<file path="src/hw/rtl/imm_pkg.sv">
// shared types, constants and the helper function of the matrix multiplier
package imm_pkg;

  // parameter defaults
  localparam int MAX_DIM_DEF    = 8;
  localparam int DATA_WIDTH_DEF = 32;

  // configuration register layout
  localparam int CFG_W   = 4;
  localparam int CFG_IDX_W = 2;
  localparam logic [CFG_IDX_W-1:0] REG_NUM_ROWS  = 2'd0;
  localparam logic [CFG_IDX_W-1:0] REG_INNER_DIM = 2'd1;
  localparam logic [CFG_IDX_W-1:0] REG_NUM_COLS  = 2'd2;
  localparam logic [CFG_W-1:0]     DIM_RESET     = 4'd8;

  // field widths
  localparam int VALUE_W = 32;

  // input transaction
  typedef struct packed {
    logic                      mode;
    logic signed [VALUE_W-1:0] value;
  } item_t;

  // result transaction
  typedef struct packed {
    logic signed [VALUE_W-1:0] product;
    logic                      last;
  } result_t;

  // controller to datapath commands
  typedef struct packed {
    logic wr_a;
    logic wr_b;
    logic rd_en;
    logic first_k;
    logic last_k;
    logic last_entry;
  } cmd_t;

  // datapath to controller status
  typedef struct packed {
    logic b_last_slot;
  } status_t;

  // zero reads as one, anything above the maximum reads as the maximum
  function automatic logic [CFG_W-1:0] clamp_dim(logic [CFG_W-1:0] d,
                                                 logic [CFG_W-1:0] max_d);
    logic [CFG_W-1:0] r;
    r = d;
    if (d == '0) begin
      r = 4'd1;
    end else if (d > max_d) begin
      r = max_d;
    end
    return r;
  endfunction

endpackage

</file>
<file path="src/hw/rtl/imm_ctrl.sv">
// controller: load handshake and the i/j/k walk over the product
module imm_ctrl
  import imm_pkg::*;
#(
  parameter int MAX_DIM = MAX_DIM_DEF
) (
  input  logic                        clk,
  input  logic                        rst,
  input  logic                        start,
  input  logic                        mode,
  input  status_t                     status,
  input  logic [$clog2(MAX_DIM+1)-1:0] rows,
  input  logic [$clog2(MAX_DIM+1)-1:0] inner,
  input  logic [$clog2(MAX_DIM+1)-1:0] cols,
  output logic                        busy,
  output cmd_t                        cmd,
  output logic [((MAX_DIM*MAX_DIM > 1) ? $clog2(MAX_DIM*MAX_DIM) : 1)-1:0] rd_addr_a,
  output logic [((MAX_DIM*MAX_DIM > 1) ? $clog2(MAX_DIM*MAX_DIM) : 1)-1:0] rd_addr_b
);

  localparam int DEPTH = MAX_DIM * MAX_DIM;
  localparam int AW    = (DEPTH > 1) ? $clog2(DEPTH) : 1;
  localparam int DIM_W = $clog2(MAX_DIM + 1);
  localparam int IDX_W = (MAX_DIM > 1) ? $clog2(MAX_DIM) : 1;

  typedef enum logic [3:0] {
    ST_IDLE    = 4'b0001,
    ST_COMPUTE = 4'b0010,
    ST_DRAIN1  = 4'b0100,
    ST_DRAIN2  = 4'b1000
  } state_t;

  state_t state, state_next;
  logic [IDX_W-1:0] i_idx, i_idx_next;
  logic [IDX_W-1:0] j_idx, j_idx_next;
  logic [IDX_W-1:0] k_idx, k_idx_next;
  logic accept;
  logic i_end, j_end, k_end;
  logic [2*DIM_W-1:0] a_lin, b_lin;

  assign accept = start && (state == ST_IDLE);
  assign busy   = (state != ST_IDLE);

  // loop end flags
  assign i_end = (DIM_W'(i_idx) == rows  - 1'b1);
  assign j_end = (DIM_W'(j_idx) == cols  - 1'b1);
  assign k_end = (DIM_W'(k_idx) == inner - 1'b1);

  // row-major addresses of a[i][k] and b[k][j]
  assign a_lin     = DIM_W'(i_idx) * inner + DIM_W'(k_idx);
  assign b_lin     = DIM_W'(k_idx) * cols  + DIM_W'(j_idx);
  assign rd_addr_a = a_lin[AW-1:0];
  assign rd_addr_b = b_lin[AW-1:0];

  // next state and commands
  always_comb begin
    state_next     = state;
    i_idx_next     = i_idx;
    j_idx_next     = j_idx;
    k_idx_next     = k_idx;
    cmd.wr_a       = accept && !mode;
    cmd.wr_b       = accept && mode;
    cmd.rd_en      = 1'b0;
    cmd.first_k    = (k_idx == '0);
    cmd.last_k     = k_end;
    cmd.last_entry = k_end && j_end && i_end;
    case (state)
      ST_IDLE: begin
        if (accept && mode && status.b_last_slot) begin
          state_next = ST_COMPUTE;
          i_idx_next = '0;
          j_idx_next = '0;
          k_idx_next = '0;
        end
      end
      ST_COMPUTE: begin
        cmd.rd_en = 1'b1;
        if (k_end) begin
          k_idx_next = '0;
          if (j_end) begin
            j_idx_next = '0;
            if (i_end) begin
              state_next = ST_DRAIN1;
            end else begin
              i_idx_next = i_idx + 1'b1;
            end
          end else begin
            j_idx_next = j_idx + 1'b1;
          end
        end else begin
          k_idx_next = k_idx + 1'b1;
        end
      end
      ST_DRAIN1: begin
        state_next = ST_DRAIN2;
      end
      ST_DRAIN2: begin
        state_next = ST_IDLE;
      end
      default: begin
        state_next = ST_IDLE;
      end
    endcase
  end

  // state registers
  always_ff @(posedge clk) begin
    if (rst) begin
      state <= ST_IDLE;
      i_idx <= '0;
      j_idx <= '0;
      k_idx <= '0;
    end else begin
      state <= state_next;
      i_idx <= i_idx_next;
      j_idx <= j_idx_next;
      k_idx <= k_idx_next;
    end
  end

endmodule

</file>
<file path="config.mk">
export PLATFORM = sky130hd
export DESIGN_NAME = imm_ctrl
export DESIGN_NICKNAME = d
export VERILOG_FILES = /design/src/hw/rtl/imm_pkg.sv /design/src/hw/rtl/imm_ctrl.sv
export SDC_FILE = /design/constraint.sdc
export NUM_CORES = 1
export LEC_CHECK = 0
export BUFFER_PORTS_ARGS = -buffer_cell sky130_fd_sc_hd__buf_2
export CAP_MARGIN = 20
export CORE_ASPECT_RATIO = 1.4
export CORE_MARGIN = 3
export CORE_UTILIZATION = 56
export DETAILED_ROUTE_END_ITERATION = 10
export PLACE_DENSITY_LB_ADDON = 0.3
export RECOVER_POWER = 25
export SLEW_MARGIN = 20
export SYNTH_ARGS = -nofsm -noshare
export SYNTH_HDL_FRONTEND = slang
export SYNTH_SLANG_ARGS = --single-unit
</file>
<file path="constraint.sdc">
create_clock -name clk -period 3.5 [get_ports clk]
set_input_delay 0.35 -clock clk [delete_from_list [all_inputs] [get_ports clk]]
set_output_delay 0.35 -clock clk [all_outputs]
set_load 0.005 [all_outputs]
</file>
==> impl_summary.log <==
[metrics] Max-Cap Viols: 0
[metrics] number of synthesis warnings: 0
[metrics] Starting DRT DRC Count: 33
[metrics] final cycle utilization of the critical path: between 90% and 100%
[metrics] clock tree from TritonCTS: built
[metrics] Final Skew: between 0.0015 and 0.002 ns
[metrics] number of nets in the synthesized netlist: approximately 240
[metrics] Overflow after GRT: 0
[metrics] DRC violation count after routing: 0
[metrics] final net count: 283
[metrics] CP Class: flip-flop to output pin
[metrics] most frequently used flop master after synthesis: sky130_fd_sc_hd__dfxtp_1
[metrics] Hold/Removal Path Class: primary input to flip-flop
[metrics] maximum root-to-sink buffer count: 2
[metrics] Data arrival, critical path: 2.94 ns
[metrics] global-route wire length before repair: 5900 microns
[metrics] source of the worst hold timing path: rst
[metrics] number of vias after detailed routing: between 1000 and 1500
[metrics] pwr dens: 216 nW/um^2
[metrics] Std-Cell Core Area: slightly below 3000 sq um
[metrics] largest area contributor in the synthesized netlist: sky130_fd_sc_hd__ha_1
[metrics] buffers added on ports: 35
[metrics] total clock buffers created by CTS: 3
[metrics] P_leak: about 1.1 nW
[metrics] Detail Placement HPWL: about 2700 microns
[metrics] final-layout setup total negative slack: 0 ns
[metrics] worst hold path endpoint: k_idx[0]
[metrics] detailed-route wire length: around 3300 microns
[metrics] Critical Path Start Type: flip-flop
[metrics] fin. max-slew vios: 0
[metrics] Vias/cell: 5.39
[metrics] Max FO, Critical Path: 8
[metrics] Final Util: around 68%
[metrics] number of unique standard cell types used by synthesis: 44
[metrics] kind of end point of the critical path: output pin
[metrics] number of sinks on the clock net: 13
[metrics] synthesized instance count: 192
[metrics] clk_lat worst skew: roughly 0.24 ns
[metrics] Synth Register Bits: 13
[metrics] share of synthesized area occupied by flip-flops and latches: 15.0%
[metrics] transition time at the pin with the least slew margin: 1.27 ns
[metrics] setup repair after global routing missed its margin: false
[metrics] antenna violations before repair: 0
[metrics] share of final-layout standard cells stronger than drive strength 1: roughly a fifth
[metrics] wire length per cell after detailed routing: between 10 and 15 microns
[metrics] root buffer cell: sky130_fd_sc_hd__clkbuf_8
[metrics] vias in the first global route: approximately 1400
[metrics] clock-pin transition on the worst setup and hold timing paths: ~0.050 ns
[metrics] commonest cells after routing, fill and taps aside: 34 x sky130_fd_sc_hd__buf_2, 27 x sky130_fd_sc_hd__ha_1, 22 x sky130_fd_sc_hd__inv_1
[metrics] post-route ant nets: 0
[metrics] peak ir drop on the vdd network: around 0.31 mV
[metrics] number of failing setup endpoints in the final timing report: 0
[metrics] Max H-tree Level: 1
[metrics] biggest area contributors in the synthesized netlist: sky130_fd_sc_hd__ha_1 19%, sky130_fd_sc_hd__dfxtp_1 15%, sky130_fd_sc_hd__fa_1 9.2%
[metrics] Top-Level Pins: 36
[metrics] most frequent standard cell in the layout excluding fill and tap cells: sky130_fd_sc_hd__buf_2
[metrics] share of the synthesized area in the top cell type: between 10% and 20%
[metrics] Antenna Cells: 0
[metrics] number of standard-cell rows in the floorplan: 23
[metrics] layout overhead on the synthesized area: 13.7%
[metrics] instance count after placement with tap cells included: between 200 and 300
[metrics] DRT Pass-1 Iters: 4
[metrics] die area: ~3800 sq um
[metrics] area of the mapped netlist: approximately 1700 sq um
[metrics] start of the worst register-to-register path: state[2]
[metrics] Placer Congestion: between 0.7 and 0.8
[metrics] largest net degree at the start of global routing: 15
[metrics] starting utilization of the core area: roughly 60%
[metrics] Post-synth EDFFs: 0
[metrics] post-route worst hold slack: between 0.4 and 0.5 ns
[metrics] combined global-route utilization of all metal layers: 19.7%
[metrics] endpoint of the worst-slack reg-to-reg timing path: j_idx[0]
[metrics] shortest clock period the worst path allows after layout: approximately 3.3 ns
[metrics] register-to-register setup slack: 1.04 ns
[metrics] async set-reset flop share out of synthesis: 0%
[metrics] required time reported for the critical path endpoint: around 3.2 ns
[metrics] relative slew slack: between 10% and 20%
[metrics] average size of a mapped cell: 9.06 sq um
[metrics] final hold vios: 0
[metrics] hold depth: 2
[metrics] Hold-fix buffers, CTS: 0
[metrics] fin cells: approximately 270
[metrics] Max Fclk: 304 MHz
[metrics] cell count of the worst reg-to-reg path: 4
[metrics] die span in x: about 53 microns
[metrics] status: complete, no violations
[metrics] die extent in y: 71.9 microns
==> registers in the layout, summed over array words and instances, names as in the netlist <==
name   cells
j_idx      3
state      4
k_idx      3
i_idx      3
==> layout make-up <==
cell class                      count  area (sq um)
Tap cell                           37          46.3
Sequential cell                    13           262
Multi-Input combinational cell    152          1340
Clock buffer                        4          45.0
Timing Repair Buffer               38           193
Fill cell                         262           930
Inverter                           23          87.6
==> worst max path at each step <==
stage | from | endpoint | slack, ns | cells past startpoint
finish | i_idx[2] | rd_addr_a[5] | 0.21 | 9
global route | i_idx[2] | rd_addr_a[5] | 0.04 | 9
CTS | k_idx[0] | rd_addr_b[5] | 0.15 | 11
detailed placement | cols[0] | rd_addr_b[5] | 0.38 | 12
global placement | inner[0] | rd_addr_a[5] | 0.43 | 10
floorplan | k_idx[2] | rd_addr_b[5] | 0.61 | 10
==> what timing repair did <==
item                       CTS  global route
gates resized for setup      0             1
setup buffers                0             0
setup endpoints to repair    0             1
==> critical path, stage by stage (launching register included) <==
cell	delay [ns]
sky130_fd_sc_hd__dfxtp_1	0.43
sky130_fd_sc_hd__nand2_1	0.11
sky130_fd_sc_hd__fa_1	0.54
sky130_fd_sc_hd__inv_1	0.05
sky130_fd_sc_hd__fa_1	0.51
sky130_fd_sc_hd__fa_1	0.47
sky130_fd_sc_hd__a21o_1	0.19
sky130_fd_sc_hd__a21oi_1	0.16
sky130_fd_sc_hd__xnor2_1	0.13
sky130_fd_sc_hd__buf_2	0.12
==> stage by stage <==
stage / cell area, sq um / worst slack, ns / power (W)
final: 1980 / 0.209 / 0.000428
after global routing: 1980 / 0.0423 / 0.000453
after CTS: 1990 / 0.148 / 0.000435
after detailed placement: 1950 / 0.385 / 0.000299
after global placement: 1950 / 0.435 / 0.000298
after floorplan: 1740 / 0.613 / 0.000258
==> synth_stat cells (2+ instances only) <==
| cell type | instances |
|---|---|
| sky130_fd_sc_hd__nand2b_1 | 4 |
| sky130_fd_sc_hd__and2_1 | 10 |
| sky130_fd_sc_hd__nor3_2 | 2 |
| sky130_fd_sc_hd__nor4b_1 | 2 |
| sky130_fd_sc_hd__fa_1 | 8 |
| sky130_fd_sc_hd__nand2_1 | 14 |
| sky130_fd_sc_hd__a211oi_1 | 3 |
| sky130_fd_sc_hd__a21o_1 | 4 |
| sky130_fd_sc_hd__o311ai_0 | 2 |
| sky130_fd_sc_hd__o21ai_0 | 2 |
| sky130_fd_sc_hd__nand4bb_1 | 2 |
| sky130_fd_sc_hd__nor2_1 | 9 |
| sky130_fd_sc_hd__inv_1 | 22 |
| sky130_fd_sc_hd__o211ai_1 | 2 |
| sky130_fd_sc_hd__nor2b_1 | 2 |
| sky130_fd_sc_hd__dfxtp_1 | 13 |
| sky130_fd_sc_hd__or4b_1 | 2 |
| sky130_fd_sc_hd__buf_6 | 2 |
| sky130_fd_sc_hd__xor3_1 | 2 |
| sky130_fd_sc_hd__xor2_1 | 7 |
| sky130_fd_sc_hd__buf_4 | 2 |
| sky130_fd_sc_hd__ha_1 | 27 |
| sky130_fd_sc_hd__xnor2_1 | 13 |
| sky130_fd_sc_hd__a21oi_1 | 11 |
| sky130_fd_sc_hd__nand3_1 | 2 |
| sky130_fd_sc_hd__nor3_1 | 5 |
==> routing by layer <==
| metal | GRT usage, % | wire [microns] | share of wire [%] |
|---|---|---|---|
| met1 | 23.7 | 1420 | 43 |
| met3 | 2.46 | 153 | 4.6 |
| met4 | 7.39 | 66 | 2.0 |
| met2 | 34.9 | 1700 | 51 |
| met5 | 0 | 0 | 0 |
==> power by group <==
group	internal [W]	switching [W]	total (W)
Combinational	0.0000567	0.0000760	0.000133
Clock	0.0000804	0.0000528	0.000133
Sequential	0.000155	0.00000709	0.000162
Total	0.000292	0.000136	0.000428
==> kinds of logic after synthesis <==
family / Yosys count / share of synthesized area, %
compound gates: 33 / 14.1
fa+ha+maj: 35 / 28.6
mux: 1 / 0.576
xor+xnor: 23 / 14.1
flops: 13 / 15.0
simple gates: 60 / 20.2
buf+inv: 27 / 7.41
Note: power is estimated with default switching activity, not from simulation.
