--- src/hw/rtl/imm_pkg.sv ---
// shared types, constants and the helper function of the matrix multiplier
package imm_pkg;

  // parameter defaults
  localparam int MAX_DIM_DEF    = 8;
  localparam int DATA_WIDTH_DEF = 32;

  // configuration register layout
  localparam int CFG_W   = 4;
  localparam int CFG_IDX_W = 2;
  localparam logic [CFG_IDX_W-1:0] REG_NUM_ROWS  = 2'd0;
  localparam logic [CFG_IDX_W-1:0] REG_INNER_DIM = 2'd1;
  localparam logic [CFG_IDX_W-1:0] REG_NUM_COLS  = 2'd2;
  localparam logic [CFG_W-1:0]     DIM_RESET     = 4'd8;

  // field widths
  localparam int VALUE_W = 32;

  // input transaction
  typedef struct packed {
    logic                      mode;
    logic signed [VALUE_W-1:0] value;
  } item_t;

  // result transaction
  typedef struct packed {
    logic signed [VALUE_W-1:0] product;
    logic                      last;
  } result_t;

  // controller to datapath commands
  typedef struct packed {
    logic wr_a;
    logic wr_b;
    logic rd_en;
    logic first_k;
    logic last_k;
    logic last_entry;
  } cmd_t;

  // datapath to controller status
  typedef struct packed {
    logic b_last_slot;
  } status_t;

  // zero reads as one, anything above the maximum reads as the maximum
  function automatic logic [CFG_W-1:0] clamp_dim(logic [CFG_W-1:0] d,
                                                 logic [CFG_W-1:0] max_d);
    logic [CFG_W-1:0] r;
    r = d;
    if (d == '0) begin
      r = 4'd1;
    end else if (d > max_d) begin
      r = max_d;
    end
    return r;
  endfunction

endpackage

--- src/hw/rtl/imm_datapath.sv ---
// datapath: config registers, element stores, fill counters, multiply-accumulate
module imm_datapath
  import imm_pkg::*;
#(
  parameter int MAX_DIM    = MAX_DIM_DEF,
  parameter int DATA_WIDTH = DATA_WIDTH_DEF
) (
  input  logic                        clk,
  input  logic                        rst,
  input  cmd_t                        cmd,
  input  logic [((MAX_DIM*MAX_DIM > 1) ? $clog2(MAX_DIM*MAX_DIM) : 1)-1:0] rd_addr_a,
  input  logic [((MAX_DIM*MAX_DIM > 1) ? $clog2(MAX_DIM*MAX_DIM) : 1)-1:0] rd_addr_b,
  input  item_t                       item,
  input  logic                        cfg_we,
  input  logic [CFG_IDX_W-1:0]        cfg_index,
  input  logic [CFG_W-1:0]            cfg_data,
  output status_t                     status,
  output logic [$clog2(MAX_DIM+1)-1:0] rows,
  output logic [$clog2(MAX_DIM+1)-1:0] inner,
  output logic [$clog2(MAX_DIM+1)-1:0] cols,
  output logic                        result_valid,
  output result_t                     result
);

  localparam int DEPTH  = MAX_DIM * MAX_DIM;
  localparam int AW     = (DEPTH > 1) ? $clog2(DEPTH) : 1;
  localparam int CW     = $clog2(DEPTH + 1);
  localparam int DIM_W  = $clog2(MAX_DIM + 1);
  // low product bits depend only on as many low operand bits
  localparam int ELEM_W = (DATA_WIDTH < VALUE_W) ? DATA_WIDTH : VALUE_W;

  logic [CFG_W-1:0] num_rows, inner_dim, num_cols;
  logic [CFG_W-1:0] rows_full, inner_full, cols_full;
  logic [2*DIM_W-1:0] size_a_full, size_b_full;
  logic [CW-1:0] size_a, size_b;
  logic [CW-1:0] count_a, count_b;
  logic [CW-1:0] slot_a, slot_b;
  logic cfg_hit;

  logic [ELEM_W-1:0] store_a [DEPTH];
  logic [ELEM_W-1:0] store_b [DEPTH];
  logic [ELEM_W-1:0] a_q, b_q, prod_q, acc;
  logic signed [ELEM_W-1:0] sum;
  logic s1_valid, s1_first, s1_last, s1_end;
  logic s2_valid, s2_first, s2_last, s2_end;

  // clamped dimensions
  assign rows_full  = clamp_dim(num_rows,  CFG_W'(MAX_DIM));
  assign inner_full = clamp_dim(inner_dim, CFG_W'(MAX_DIM));
  assign cols_full  = clamp_dim(num_cols,  CFG_W'(MAX_DIM));
  assign rows  = rows_full[DIM_W-1:0];
  assign inner = inner_full[DIM_W-1:0];
  assign cols  = cols_full[DIM_W-1:0];

  // matrix sizes and write slots, a full store wraps to slot zero
  assign size_a_full = rows  * inner;
  assign size_b_full = inner * cols;
  assign size_a = size_a_full[CW-1:0];
  assign size_b = size_b_full[CW-1:0];
  assign slot_a = (count_a >= size_a) ? '0 : count_a;
  assign slot_b = (count_b >= size_b) ? '0 : count_b;
  assign status.b_last_slot = (slot_b + 1'b1 == size_b);

  assign cfg_hit = cfg_we && ((cfg_index == REG_NUM_ROWS) ||
                              (cfg_index == REG_INNER_DIM) ||
                              (cfg_index == REG_NUM_COLS));

  // configuration registers
  always_ff @(posedge clk) begin
    if (rst) begin
      num_rows  <= DIM_RESET;
      inner_dim <= DIM_RESET;
      num_cols  <= DIM_RESET;
    end else if (cfg_we) begin
      case (cfg_index)
        REG_NUM_ROWS:  num_rows  <= cfg_data;
        REG_INNER_DIM: inner_dim <= cfg_data;
        REG_NUM_COLS:  num_cols  <= cfg_data;
        default: ;
      endcase
    end
  end

  // fill counters, cleared by reset, a config write or the write that starts a product
  always_ff @(posedge clk) begin
    if (rst || cfg_hit) begin
      count_a <= '0;
      count_b <= '0;
    end else if (cmd.wr_a) begin
      count_a <= slot_a + 1'b1;
    end else if (cmd.wr_b) begin
      if (status.b_last_slot) begin
        count_a <= '0;
        count_b <= '0;
      end else begin
        count_b <= slot_b + 1'b1;
      end
    end
  end

  // element store a
  always_ff @(posedge clk) begin
    if (cmd.wr_a) begin
      store_a[slot_a[AW-1:0]] <= item.value[ELEM_W-1:0];
    end
    if (cmd.rd_en) begin
      a_q <= store_a[rd_addr_a];
    end
  end

  // element store b
  always_ff @(posedge clk) begin
    if (cmd.wr_b) begin
      store_b[slot_b[AW-1:0]] <= item.value[ELEM_W-1:0];
    end
    if (cmd.rd_en) begin
      b_q <= store_b[rd_addr_b];
    end
  end

  // pipeline control flags
  always_ff @(posedge clk) begin
    if (rst) begin
      s1_valid <= 1'b0;
      s2_valid <= 1'b0;
    end else begin
      s1_valid <= cmd.rd_en;
      s2_valid <= s1_valid;
    end
    s1_first <= cmd.first_k;
    s1_last  <= cmd.last_k;
    s1_end   <= cmd.last_entry;
    s2_first <= s1_first;
    s2_last  <= s1_last;
    s2_end   <= s1_end;
  end

  // multiply stage, low bits only
  always_ff @(posedge clk) begin
    prod_q <= ELEM_W'(a_q * b_q);
  end

  // accumulate stage
  assign sum = s2_first ? prod_q : acc + prod_q;

  always_ff @(posedge clk) begin
    if (s2_valid) begin
      acc <= sum;
    end
  end

  // result register, one-cycle strobe
  always_ff @(posedge clk) begin
    if (rst) begin
      result_valid <= 1'b0;
    end else begin
      result_valid <= s2_valid && s2_last;
    end
    result.product <= VALUE_W'(sum);
    result.last    <= s2_end;
  end

endmodule

--- config.mk ---
export PLATFORM = sky130hd
export DESIGN_NAME = imm_datapath
export DESIGN_NICKNAME = d
export VERILOG_FILES = /design/src/hw/rtl/imm_pkg.sv /design/src/hw/rtl/imm_datapath.sv
export SDC_FILE = /design/constraint.sdc
export NUM_CORES = 2
export LEC_CHECK = 0
export BUFFER_PORTS_ARGS = -buffer_cell sky130_fd_sc_hd__buf_4
export CAP_MARGIN = 20
export CORE_AREA = 2 2 487 682
export CTS_CLUSTER_DIAMETER = 60
export DETAILED_ROUTE_END_ITERATION = 7
export DIE_AREA = 0 0 489 684
export PLACE_DENSITY = 0.7
export SLEW_MARGIN = 20
export SYNTH_ARGS = -nofsm -noshare
export SYNTH_HDL_FRONTEND = slang
export SYNTH_SLANG_ARGS = --single-unit
--- constraint.sdc ---
create_clock -name clk -period 9.9 [get_ports clk]
set_clock_uncertainty 0.1 [all_clocks]
set_input_delay 1.98 -clock clk [delete_from_list [all_inputs] [get_ports clk]]
set_output_delay 1.98 -clock clk [all_outputs]
set_load 0.03 [all_outputs]
==> results.yml <==
global_route:
  grt_use_total_pct: 27.3
  grt_pass1_vias: 90500
  grt_pass1_wl_mm: 647
  use_met1_pct: 35.0
  grt_start_max_net_pins: 155
  grt_overflow: 0
  grt-busiest-layer: "met2"
  gr-usage-met3_pct: 3.55
  met2_usage_pct: 47.1
  antenna_found_initial: 44
critical_path:
  ff2ff_path_depth: 23
  path_class: "flip-flop to output pin"
  crit_fanout: 7
  reg2reg_slack_ns: 1.42
  crit_start: "inner_dim[3]"
  cp.arrival_ns: 7.51
  r2r_end: "prod_q[31]"
  required_ns: 7.82
  worstSetupStartpointType: "flip-flop"
  rr_startpoint: "b_q[4]"
  critPathCaptureType: "output pin"
yosys:
  ys_top_cells_by_area: "edfxtp_1 (70%), mux4_2 (17%), fa_1 (4.6%)"
  mappedNetlistArea_sq_mm: 0.180
  synth_common_cells: "edfxtp_1 (4192), mux4_2 (1327), inv_1 (475), fa_1 (417), nand2_1 (389)"
  syn_nets: 9191
  synth_most_common_cell: "edfxtp_1"
  synth_seq_cells: 4292
  synthDistinctLibCells: 78
  ys_warn_count: 0
  synth_top_cell_by_area: "edfxtp_1"
  synth_enable_flop_cells: 4192
  synth.avg_cell_area_sq_um: 21.1
  synth.yosys.seq_area_share_pct: 71.1
  synth_ff_type: "edfxtp_1"
  synthArstFlopShare_pct: 0
  syn_inst: 8524
  synth_top_area_share_pct: 70.0
sta:
  hold_viol_final: 0
  layout_worst_path_cycle_share_pct: 96.9
  finalSetupViolations: 0
  fmax_ghz: 0.104
  final.min_clock_period_ns: 9.59
  finalSetupTns_ns: 0
  rsz0062_at_grt: "no"
  holdWs_ns: 0.230
  finalMaxSlewViolations: 0
  slew_headroom_pct: 12.9
  worst_pin_slew_ns: 1.29
pwr:
  p_comb_share_pct: 41.3
  p_switching_mw: 21.1
  swShare_pct: 34.7
  seqPwrFrac_pct: 34.3
  powerDensity_mw_per_mm2: 303
  internal_power_mw: 39.6
  ir_worst_vdd_uv: 1880
  power_mw: 60.7
  power_leakage_nw: 65.4
  clockPowerShare_pct: 24.5
die:
  num_rows: 249
  die_w_microns: 489
  die_y_microns: 684
  coreArea_sq_mm: 0.328
  io_pins: 107
  start_util_pct: 54.8
  die_area_sq_mm: 0.334
clock_tree:
  cts.sinks: 4292
  cts_made_buffers: 397
  cts_tree: "done"
  htree_num_levels: 5
  clkLatencyLatePin_ns: 0.95
  clk_path_buf_depth: 4
  cts_root_buf: "clkbuf_16"
  path_clk_slew_ns: 0.06
layout:
  fin_nets: 9519
  final_core_util_pct: 61.0
  syn2layout_area_growth_pct: 11.2
  layout-drive-gt1-share_pct: 26.0
route:
  drc: 0
  vias: 86600
  detail_route.wl_per_cell_microns: 33.3
  wl_mm: 454
  dr.pass1.iters: 6
  avgViaCountPerCell: 6.36
  ant_nets: 0
  drt-initial-drc-count: 10300
min_path:
  hold_class: "flip-flop to flip-flop"
  min_path_cells: 0
  min_from: "s1_last"
  holdPathEnd: "s2_last"
place:
  dp_hpwl_mm: 268
  gp_congestion: 0.869
  io_buffers: 105
outcome:
  status: "complete, no violations"
job:
  maxCapViolations: 0
==> routing by layer <==
metal  share of wire (%)  wire length [microns]
met5               0.022                     99
met4                 5.1                  22900
met3                 7.4                  33600
met2                  52                 236000
met1                  36                 161000
==> logic make-up (layout without fill, tap and decap cells) <==
group / Yosys count / in the layout / share of synthesized area (%)
AOI/OAI and AO/OA: 274 / 274 / 0.984
buffers and inverters: 896 / 1547 / 1.96
other: 0 / 56 / 0
DFF: 4292 / 4292 / 71.1
muxes: 1374 / 1374 / 16.9
xor gates and xnor gates: 130 / 130 / 0.633
adders and majority gates: 607 / 607 / 5.96
and+or+nand+nor: 951 / 951 / 2.49
==> flip-flops by register name, indices dropped and copies added, names as in the netlist, 4 cells and up <==
signal     count
b_q           32
num_rows       4
count_b        7
prod_q        32
acc           32
count_a        7
store_b     2048
inner_dim      4
num_cols       4
result        33
store_a     2048
a_q           32
==> cell type report <==
cell class	count	area, sq um
multi-input cells	3336	49500
well taps	4392	5500
diodes	56	140
inverters	476	1790
flip-flops and latches	4292	128000
clock inverters	233	2020
clock buffers	489	10400
repair buffers	349	2920
fillers	22400	128000
==> worst max path at each step <==
stage                     endpoint  cells after the start
final                       status                     24
after global routing        status                     24
after floorplan             status                     24
after detailed placement    status                     23
after global placement      status                     23
after CTS                   status                     23
==> power groups by stage <==
| stage | Clock [mW] | Combinational, mW | Sequential, mW |
|---|---|---|---|
| 6_report | 14.9 | 25.0 | 20.8 |
| 5_1_grt | 15.7 | 27.7 | 20.8 |
| 4_1_cts | 15.0 | 25.3 | 20.8 |
| 3_5_place_dp | 0 | 25.2 | 21.2 |
| 3_3_place_gp | 0 | 24.6 | 21.2 |
| 2_1_floorplan | 0 | 18.9 | 21.2 |
==> per-stage QoR <==
step                setup WS (ns)  cell area [sq um]  cells
finish                      0.306             200000  13600
global route               0.0174             200000  13600
CTS                        0.0780             200000  13600
detailed placement           1.09             187000  12800
global placement             1.08             187000  12800
floorplan                    1.84             180000   8524
==> critical path, stage by stage, from the launching register on <==
cell and delay, ns:
dfxtp_1 0.49, inv_2 0.13, nand2_1 0.22, nor2_1 0.11, fa_1 0.57, fa_1 0.47
fa_1 0.46, a21o_1 0.18, a21oi_1 0.17, xnor2_1 0.28, ha_1 0.30, a2111oi_0 0.34
o21ai_1 0.23, and2_1 0.23, nor2_1 0.13, ha_1 0.28, nand3_1 0.15, xor2_2 0.23
xor2_1 0.16, or3_1 0.32, a21o_1 0.21, a2111oi_4 0.42, nand2_2 0.16, clkinvlp_4 0.17
buf_4 0.18
==> what timing repair did <==
| action | CTS | global route |
|---|---|---|
| setup buffers | 0 | 0 |
| endpoints found under the hold margin | 0 | 0 |
| hold buffers | 0 | 0 |
| resized for setup | 0 | 4 |
| setup endpoints to repair | 0 | 1 |
==> layout by cell type (no fill, tap or decap), types with 9 or more instances in the layout <==
cell type   Yosys  final
mux2_2         20     20
fa_1          417    417
mux4_2       1327   1327
clkbuf_1      274     86
bufinv_16       0     29
clkinv_2        0     55
nor2_4          0    119
a21o_1         38     38
dfxtp_1       100     98
nand4_1        17     17
and2_1        239    239
mux2i_1        27     27
xor2_1         35     34
clkinv_1        0    101
nand2_1       389    389
xnor2_1        95     94
nor2_1        192     73
o21bai_1        9      9
diode_2         0     56
clkinvlp_4      0     19
nor2b_1        12     12
buf_12          0     15
buf_4           3    322
a211oi_1       11     11
inv_6           0     13
ha_1          190    190
nand2b_1       14     14
nand3_1        33     33
o21ai_0        78     78
a21oi_1        59     58
o21a_1         11     10
inv_1         475    474
nor3_1         12      9
clkbuf_16       0    400
edfxtp_1     4192   4192
Note: power is estimated with default switching activity, not from simulation.
